==> config.mk <==
export PLATFORM = sky130hd
export DESIGN_NAME = greenhouse_climate_controller_unit
export DESIGN_NICKNAME = d
export VERILOG_FILES = /design/src/gcc_pkg.sv /design/src/gcc_window.sv /design/src/greenhouse_climate_controller_unit.sv
export SDC_FILE = /design/constraint.sdc
export NUM_CORES = 1
export LEC_CHECK = 0
export ABC_AREA = 1
export BUFFER_PORTS_ARGS = -buffer_cell sky130_fd_sc_hd__buf_2
export CAP_MARGIN = 5
export CORE_ASPECT_RATIO = 1.1
export CORE_MARGIN = 2
export CORE_UTILIZATION = 40
export CTS_CLUSTER_DIAMETER = 50
export DETAILED_ROUTE_END_ITERATION = 7
export MAX_ROUTING_LAYER = met4
export SYNTH_ARGS = -nofsm -noshare
export SYNTH_HDL_FRONTEND = slang
export SYNTH_SLANG_ARGS = --single-unit
==> constraint.sdc <==
create_clock -name aclk -period 10.3 [get_ports aclk]
set_input_delay 2.575 -clock aclk [delete_from_list [all_inputs] [get_ports aclk]]
set_output_delay 2.575 -clock aclk [all_outputs]
set_load 0.1 [all_outputs]
==> src/gcc_pkg.sv <==
`timescale 1ns / 1ps

package gcc_pkg;

    typedef enum logic [1:0] {
        CMD_NONE = 2'd0,
        CMD_ON   = 2'd1,
        CMD_OFF  = 2'd2
    } cmd_t;

    localparam int unsigned DWELL_MS = 30000;
    localparam int unsigned STALE_MS = 120000;

    localparam int CFG_INDEX_W = 3;
    localparam int CFG_DATA_W  = 40;

    localparam logic [CFG_INDEX_W-1:0] REG_ENABLE           = 3'd0;
    localparam logic [CFG_INDEX_W-1:0] REG_FAN_TEMP_ON      = 3'd1;
    localparam logic [CFG_INDEX_W-1:0] REG_FAN_TEMP_OFF     = 3'd2;
    localparam logic [CFG_INDEX_W-1:0] REG_FAN_HUMIDITY_ON  = 3'd3;
    localparam logic [CFG_INDEX_W-1:0] REG_FAN_HUMIDITY_OFF = 3'd4;
    localparam logic [CFG_INDEX_W-1:0] REG_FOG_HUMIDITY_ON  = 3'd5;
    localparam logic [CFG_INDEX_W-1:0] REG_FOG_HUMIDITY_OFF = 3'd6;
    localparam logic [CFG_INDEX_W-1:0] REG_SCHEDULE_HOURS   = 3'd7;

    localparam logic        RST_ENABLE           = 1'b1;
    localparam logic [10:0] RST_FAN_TEMP_ON      = 11'd300;
    localparam logic [10:0] RST_FAN_TEMP_OFF     = 11'd270;
    localparam logic [9:0]  RST_FAN_HUMIDITY_ON  = 10'd850;
    localparam logic [9:0]  RST_FAN_HUMIDITY_OFF = 10'd750;
    localparam logic [9:0]  RST_FOG_HUMIDITY_ON  = 10'd500;
    localparam logic [9:0]  RST_FOG_HUMIDITY_OFF = 10'd650;
    localparam logic [39:0] RST_SCHEDULE_HOURS   = 40'd0;

    localparam int HOUR_W = 5;

    // Input item as packed on s_tdata; the last member sits in the lowest bits.
    typedef struct packed {
        logic              light_is_on;
        logic              fogger_is_on;
        logic              pump_is_on;
        logic              fan_is_on;
        logic [HOUR_W-1:0] current_hour;
        logic              clock_valid;
        logic [9:0]        humidity;
        logic [10:0]       temperature;
        logic              auto_mode;
        logic [31:0]       last_valid_read_ms;
        logic [31:0]       now_ms;
    } in_item_t;

    // Result item as packed on m_tdata, padded to two bytes.
    typedef struct packed {
        logic [6:0] pad;
        logic       safe_mode;
        cmd_t       light_cmd;
        cmd_t       fogger_cmd;
        cmd_t       pump_cmd;
        cmd_t       fan_cmd;
    } out_item_t;

endpackage

==> src/gcc_window.sv <==
`timescale 1ns / 1ps

// Hour-of-day schedule window; the window wraps past midnight when on > off.
module gcc_window (
    input  logic [gcc_pkg::HOUR_W-1:0] on_hour,
    input  logic [gcc_pkg::HOUR_W-1:0] off_hour,
    input  logic [gcc_pkg::HOUR_W-1:0] hour,
    output logic                       active
);
    import gcc_pkg::*;

    always_comb begin
        if (on_hour == off_hour) begin
            active = 1'b0;
        end else if (on_hour < off_hour) begin
            active = (hour >= on_hour) && (hour < off_hour);
        end else begin
            active = (hour >= on_hour) || (hour < off_hour);
        end
    end

endmodule

==> src/greenhouse_climate_controller_unit.sv <==
`timescale 1ns / 1ps

// Greenhouse climate controller.
// One control tick enters on the s_ channel: time, last valid sensor time,
// mode, sensor readings, hour of day and the present device states. Exactly
// one result leaves on the m_ channel: on/off commands for fan, pump, fogger
// and light, plus the safe-mode flag.
// The tick is captured in an input register and evaluated into the result
// register as soon as that is free or being emptied, and offered on m_.
// One tick per cycle is sustained while m_tready stays high; the dwell
// timers are updated when a tick moves into the result register, so the
// next tick already sees them.
// When the receiver holds m_tready low the result stays in place, the input
// register still takes one more tick, and then s_tready drops until the
// result is taken.
// The cfg_ channel writes the eight settings registers and is always ready;
// write them only while no tick is in flight.
// Reset (aresetn low, synchronous) empties both registers, clears the dwell
// timers and the safe flag, and loads the settings with their defaults.
module greenhouse_climate_controller_unit #(
    parameter int TIME_BITS = 32
) (
    input  logic                               aclk,
    input  logic                               aresetn,
    // now_ms, last_valid_read_ms, auto_mode, temperature, humidity,
    // clock_valid, current_hour, fan_is_on, pump_is_on, fogger_is_on,
    // light_is_on
    input  logic [95:0]                        s_tdata,
    input  logic                               s_tvalid,
    output logic                               s_tready,
    // fan_cmd, pump_cmd, fogger_cmd, light_cmd, safe_mode, zero padding
    output logic [15:0]                        m_tdata,
    output logic                               m_tvalid,
    input  logic                               m_tready,
    input  logic                               cfg_valid,
    output logic                               cfg_ready,
    input  logic [gcc_pkg::CFG_INDEX_W-1:0]    cfg_index,
    input  logic [gcc_pkg::CFG_DATA_W-1:0]     cfg_data
);
    import gcc_pkg::*;

    // Settings
    logic        enable_reg;
    logic [10:0] fan_temp_on_reg;
    logic [10:0] fan_temp_off_reg;
    logic [9:0]  fan_hum_on_reg;
    logic [9:0]  fan_hum_off_reg;
    logic [9:0]  fog_hum_on_reg;
    logic [9:0]  fog_hum_off_reg;
    logic [39:0] sched_reg;

    // Pipeline
    logic      in_valid_reg;
    in_item_t  in_item_reg;
    logic      out_valid_reg;
    out_item_t out_item_reg;
    out_item_t out_item_next;
    logic      advance;

    // Controller state
    logic [TIME_BITS-1:0] fan_time_reg, fan_time_next;
    logic [TIME_BITS-1:0] pump_time_reg, pump_time_next;
    logic [TIME_BITS-1:0] fog_time_reg, fog_time_next;
    logic                 safe_reg, safe_next;

    logic [TIME_BITS-1:0] now_t;
    logic [TIME_BITS-1:0] read_t;
    logic                 active;
    logic                 stale;
    logic                 fan_may, pump_may, fog_may;
    logic                 fan_win, fog_win, pump_win, light_win;
    logic                 fan_sched, fog_sched;
    logic                 fan_on_cond, fan_off_cond;
    logic                 fog_on_cond, fog_off_cond;
    logic signed [10:0]   temp_s;

    assign cfg_ready = 1'b1;

    always_ff @(posedge aclk) begin
        if (!aresetn) begin
            enable_reg       <= RST_ENABLE;
            fan_temp_on_reg  <= RST_FAN_TEMP_ON;
            fan_temp_off_reg <= RST_FAN_TEMP_OFF;
            fan_hum_on_reg   <= RST_FAN_HUMIDITY_ON;
            fan_hum_off_reg  <= RST_FAN_HUMIDITY_OFF;
            fog_hum_on_reg   <= RST_FOG_HUMIDITY_ON;
            fog_hum_off_reg  <= RST_FOG_HUMIDITY_OFF;
            sched_reg        <= RST_SCHEDULE_HOURS;
        end else if (cfg_valid) begin
            case (cfg_index)
                REG_ENABLE:           enable_reg       <= cfg_data[0];
                REG_FAN_TEMP_ON:      fan_temp_on_reg  <= cfg_data[10:0];
                REG_FAN_TEMP_OFF:     fan_temp_off_reg <= cfg_data[10:0];
                REG_FAN_HUMIDITY_ON:  fan_hum_on_reg   <= cfg_data[9:0];
                REG_FAN_HUMIDITY_OFF: fan_hum_off_reg  <= cfg_data[9:0];
                REG_FOG_HUMIDITY_ON:  fog_hum_on_reg   <= cfg_data[9:0];
                REG_FOG_HUMIDITY_OFF: fog_hum_off_reg  <= cfg_data[9:0];
                REG_SCHEDULE_HOURS:   sched_reg        <= cfg_data[39:0];
                default: ;
            endcase
        end
    end

    // The input register moves on whenever the result register is free or
    // being emptied in this cycle.
    assign advance  = in_valid_reg && (!out_valid_reg || m_tready);
    assign s_tready = !in_valid_reg || advance;

    always_ff @(posedge aclk) begin
        if (!aresetn) begin
            in_valid_reg  <= 1'b0;
            out_valid_reg <= 1'b0;
            fan_time_reg  <= '0;
            pump_time_reg <= '0;
            fog_time_reg  <= '0;
            safe_reg      <= 1'b0;
        end else begin
            if (s_tready) begin
                in_valid_reg <= s_tvalid;
            end
            if (advance) begin
                out_valid_reg <= 1'b1;
                fan_time_reg  <= fan_time_next;
                pump_time_reg <= pump_time_next;
                fog_time_reg  <= fog_time_next;
                safe_reg      <= safe_next;
            end else if (m_tready) begin
                out_valid_reg <= 1'b0;
            end
        end
    end

    always_ff @(posedge aclk) begin
        if (s_tready && s_tvalid) begin
            in_item_reg <= in_item_t'(s_tdata);
        end
        if (advance) begin
            out_item_reg <= out_item_next;
        end
    end

    assign m_tvalid = out_valid_reg;
    assign m_tdata  = out_item_reg;

    // Schedule windows
    gcc_window u_fan_win (
        .on_hour  (sched_reg[4:0]),
        .off_hour (sched_reg[9:5]),
        .hour     (in_item_reg.current_hour),
        .active   (fan_win)
    );

    gcc_window u_fog_win (
        .on_hour  (sched_reg[14:10]),
        .off_hour (sched_reg[19:15]),
        .hour     (in_item_reg.current_hour),
        .active   (fog_win)
    );

    gcc_window u_pump_win (
        .on_hour  (sched_reg[24:20]),
        .off_hour (sched_reg[29:25]),
        .hour     (in_item_reg.current_hour),
        .active   (pump_win)
    );

    gcc_window u_light_win (
        .on_hour  (sched_reg[34:30]),
        .off_hour (sched_reg[39:35]),
        .hour     (in_item_reg.current_hour),
        .active   (light_win)
    );

    // Time values wrap modulo 2^TIME_BITS.
    assign now_t  = TIME_BITS'(in_item_reg.now_ms);
    assign read_t = TIME_BITS'(in_item_reg.last_valid_read_ms);
    assign temp_s = $signed(in_item_reg.temperature);

    assign active = enable_reg && in_item_reg.auto_mode;
    assign stale  = 64'(TIME_BITS'(now_t - read_t)) >= 64'(STALE_MS);

    // A change time of zero means the device was never switched.
    assign fan_may  = (fan_time_reg == '0) ||
                      (64'(TIME_BITS'(now_t - fan_time_reg)) >= 64'(DWELL_MS));
    assign pump_may = (pump_time_reg == '0) ||
                      (64'(TIME_BITS'(now_t - pump_time_reg)) >= 64'(DWELL_MS));
    assign fog_may  = (fog_time_reg == '0) ||
                      (64'(TIME_BITS'(now_t - fog_time_reg)) >= 64'(DWELL_MS));

    assign fan_sched    = in_item_reg.clock_valid && fan_win;
    assign fog_sched    = in_item_reg.clock_valid && fog_win;
    assign fan_on_cond  = (temp_s >= $signed(fan_temp_on_reg)) ||
                          (in_item_reg.humidity >= fan_hum_on_reg) || fan_sched;
    assign fan_off_cond = (temp_s <= $signed(fan_temp_off_reg)) &&
                          (in_item_reg.humidity <= fan_hum_off_reg) && !fan_sched;
    assign fog_on_cond  = (in_item_reg.humidity <= fog_hum_on_reg) || fog_sched;
    assign fog_off_cond = (in_item_reg.humidity >= fog_hum_off_reg) && !fog_sched;

    always_comb begin
        out_item_next  = '0;
        fan_time_next  = fan_time_reg;
        pump_time_next = pump_time_reg;
        fog_time_next  = fog_time_reg;
        safe_next      = safe_reg;

        if (active) begin
            safe_next = stale;
            if (stale) begin
                // Stale sensors: switch off the fan, pump and fogger if running, no dwell.
                if (in_item_reg.fan_is_on) begin
                    out_item_next.fan_cmd = CMD_OFF;
                    fan_time_next         = now_t;
                end
                if (in_item_reg.pump_is_on) begin
                    out_item_next.pump_cmd = CMD_OFF;
                    pump_time_next         = now_t;
                end
                if (in_item_reg.fogger_is_on) begin
                    out_item_next.fogger_cmd = CMD_OFF;
                    fog_time_next            = now_t;
                end
            end else begin
                if (fan_may) begin
                    if (fan_on_cond && !in_item_reg.fan_is_on) begin
                        out_item_next.fan_cmd = CMD_ON;
                        fan_time_next         = now_t;
                    end else if (fan_off_cond && in_item_reg.fan_is_on) begin
                        out_item_next.fan_cmd = CMD_OFF;
                        fan_time_next         = now_t;
                    end
                end
                if (fog_may) begin
                    if (fog_on_cond && !in_item_reg.fogger_is_on) begin
                        out_item_next.fogger_cmd = CMD_ON;
                        fog_time_next            = now_t;
                    end else if (fog_off_cond && in_item_reg.fogger_is_on) begin
                        out_item_next.fogger_cmd = CMD_OFF;
                        fog_time_next            = now_t;
                    end
                end
                if (in_item_reg.clock_valid && pump_may) begin
                    if (pump_win && !in_item_reg.pump_is_on) begin
                        out_item_next.pump_cmd = CMD_ON;
                        pump_time_next         = now_t;
                    end else if (!pump_win && in_item_reg.pump_is_on) begin
                        out_item_next.pump_cmd = CMD_OFF;
                        pump_time_next         = now_t;
                    end
                end
            end

            if (in_item_reg.clock_valid) begin
                if (light_win && !in_item_reg.light_is_on) begin
                    out_item_next.light_cmd = CMD_ON;
                end else if (!light_win && in_item_reg.light_is_on) begin
                    out_item_next.light_cmd = CMD_OFF;
                end
            end
        end

        out_item_next.safe_mode = safe_next;
    end

endmodule

==> flow_metrics.tcl <==
set metrics [dict create \
    ys_top_cells_by_count "nand2_1 (1,064), inv_1 (644), nor2_1 (380), a21oi_1 (282), ha_1 (242)" \
    relSlewSlack_pct 22.2 \
    synth.top_cell.area_share_pct 16.7 \
    endpoint_kind "primary output" \
    yosys.area.top_type "dfxtp_1" \
    synthArstFlopShare_pct 0 \
    place_ws_ns 4.50 \
    max-clock-path-buffers 3 \
    core_mm2 0.0597 \
    r2r_start "now_t[0]" \
    cpPeakStageDelay_ns 0.44 \
    place_inst 4555 \
    power.switching_mw 1.28 \
    grt_util_all_layers_pct 24.2 \
    cts_tree "done" \
    status "complete, no violations" \
    synth_area_mm2 0.0241 \
    ys_types 52 \
    nFillCells 6356 \
    dieArea_mm2 0.0624 \
    setup_viol 0 \
    synth_edf_count 105 \
    dp_hpwl_um 58800 \
    final_area_mm2 0.0272 \
    dieHeight_um 262 \
    fin_hold_ws_ns 0.464 \
    grt_pass1_wl_um 116000 \
    wirelength_um 74100 \
    top_layer "met4" \
    drv_slew 0 \
    fin_cells 4652 \
    drive_gt1_share_pct 7.27 \
    synthCells 3700 \
    antenna_found_initial 7 \
    synth_area_leaders "dfxtp_1 (17%), nand2_1 (17%), edfxtp_1 (13%)" \
    largest_register_ffs 40 \
    total_power_mw 3.88 \
    start_util_pct 40.4 \
    crit_slowest_cell "buf_2" \
    crit_fanout 3 \
    clock-root-buffer "clkbuf_16" \
    nNetsFinal 4227 \
    finalCritPeriodShare_pct 56.2 \
    area_delta_synth_final_pct 12.5 \
    hold_buffers 0 \
    grt_start_max_net_pins 108 \
    hp-class "reg -> reg" \
    finalHoldViolCount 0 \
    setup_tns_ns 0 \
    io_pins 163 \
    ys_seq_area_share_pct 29.8 \
    cts.sink_count 307 \
    wl_met2_um 34200 \
    fin_util_pct 45.5 \
    startpoint "m_tready" \
    comb_power_share_pct 22.1 \
    drc 0 \
    io_buffer_count 154 \
    syn_area_per_cell_um2 6.53 \
    drt_iter0_drc 1442 \
    post-synth-top-count-cell "nand2_1" \
    cap_violations 0 \
    cp.required_ns 7.73 \
    dr.pass1.iters 5 \
    wl_per_cell_um 15.9 \
    numCtsBuffers 48 \
    die_x_um 238 \
    synth-seq-cells 307 \
    path_clk_slew_ns 0.06 \
    p_leak_nw 13.5 \
    critPathMostFrequentCell "buf_2" \
    rows 94 \
    switching_share_pct 32.9 \
    max_freq_ghz 0.173 \
    clkPwrFrac_pct 42.7 \
    power.density_mw_per_mm2 143 \
    worst_slew_pin_slew_ns 1.16 \
    wl_met3_um 3460 \
    hp-start "fog_hum_off_reg[6]" \
    critPathKind "in -> out" \
    critPathLaunchType "input port" \
    grt_pass1_vias 21200 \
    internal-power_mw 2.60 \
    clk_latency_ns 0.61 \
    worst_ep_arrival_time_ns 3.22 \
    via_count 23200 \
    ir_drop_uv 141 \
    drt-met1-wl_um 34700 \
    finalWorstSetupSlack_ns 4.51 \
    skew_ns 0.0348 \
    antenna_left 0 \
    seqPwrFrac_pct 35.2 \
    postCtsSetupBuffers 0 \
    path_cells "buf_2, inv_1, nand3_1, buf_2" \
    finalWeightedCongestion 0.966 \
    ys.flop_type "dfxtp_1" \
    cts_resized 0 \
    grt_setup_unrepaired "no" \
    detail_route.vias_per_cell 4.98 \
    yosys_warnings 0 \
    htree_levels 2 \
    postPlaceCellArea_mm2 0.0255 \
    gr-total-overflow 0 \
    period_needed_ns 5.79 \
]
==> routing by layer <==
| metal | track usage (%) | vias to the layer above |
|---|---|---|
| li1 | - | 12200 |
| met1 | 31.1 | 10400 |
| met2 | 40.1 | 532 |
| met3 | 3.11 | 111 |
| met4 | 6.41 | 0 |
| met5 | - | - |
==> critical path: cells and delay by family <==
| kind | cells | cell delay, ns |
|---|---|---|
| buffers and inverters | 3 | 0.55 |
| AND/OR/NAND/NOR | 1 | 0.09 |
==> path summary, 6_finish.rpt <==
check / endpoint / slack (ns) / depth (start not counted)
min: fog_hum_off_reg[6] / 0.46 / 2
max: s_tready / 4.51 / 4
max reg2reg: fan_time_reg[4] / 5.80 / 22
min reg2reg: fog_hum_off_reg[6] / 0.46 / 2
==> final cells by class <==
cell class | count | area, µm² | share of cell area [%]
antenna | 7 | 17.5 | 0.0645
inverter | 655 | 2460 | 9.06
clock inverter | 30 | 333 | 1.23
sequential | 307 | 7200 | 26.5
tap | 768 | 961 | 3.54
clock buffer | 60 | 1310 | 4.82
multi-input combinational | 2663 | 14100 | 51.7
timing repair buffer | 162 | 837 | 3.08
==> cell families (layout without fill, tap and decap cells) <==
kind of cell | Yosys count | count (layout) | share of synthesized area, %
simple gates | 1862 | 1862 | 32.1
buf+inv | 736 | 907 | 12.2
compound gates | 504 | 504 | 11.5
flops | 307 | 307 | 29.8
fa+ha+maj | 246 | 246 | 12.9
xor+xnor | 43 | 43 | 1.56
other cells | 2 | 15 | 0.0311
==> cells in the final DEF (no fill, tap or decap), drive strengths merged, types with 21 or more instances in the layout <==
cell	count
edfxtp	105
clkbuf	60
o211ai	40
nand3	242
nor3	48
nor2	389
inv	664
ha	242
a21oi	283
xor2	21
nand3b	29
dfxtp	202
o21ai	130
xnor2	22
buf	162
nand4	49
nand2	1072
==> power groups by stage <==
| stage | clock network, mW | registers [mW] | logic [mW] |
|---|---|---|---|
| 5_1_grt | 1.73 | 1.37 | 0.975 |
| 4_1_cts | 1.68 | 1.37 | 0.854 |
| 6_report | 1.66 | 1.37 | 0.857 |
| 2_1_floorplan | 0 | 1.37 | 0.625 |
| 3_5_place_dp | 0 | 1.39 | 0.849 |
| 3_3_place_gp | 0 | 1.39 | 0.846 |
No activity file was read; power rests on OpenSTA's default activity.
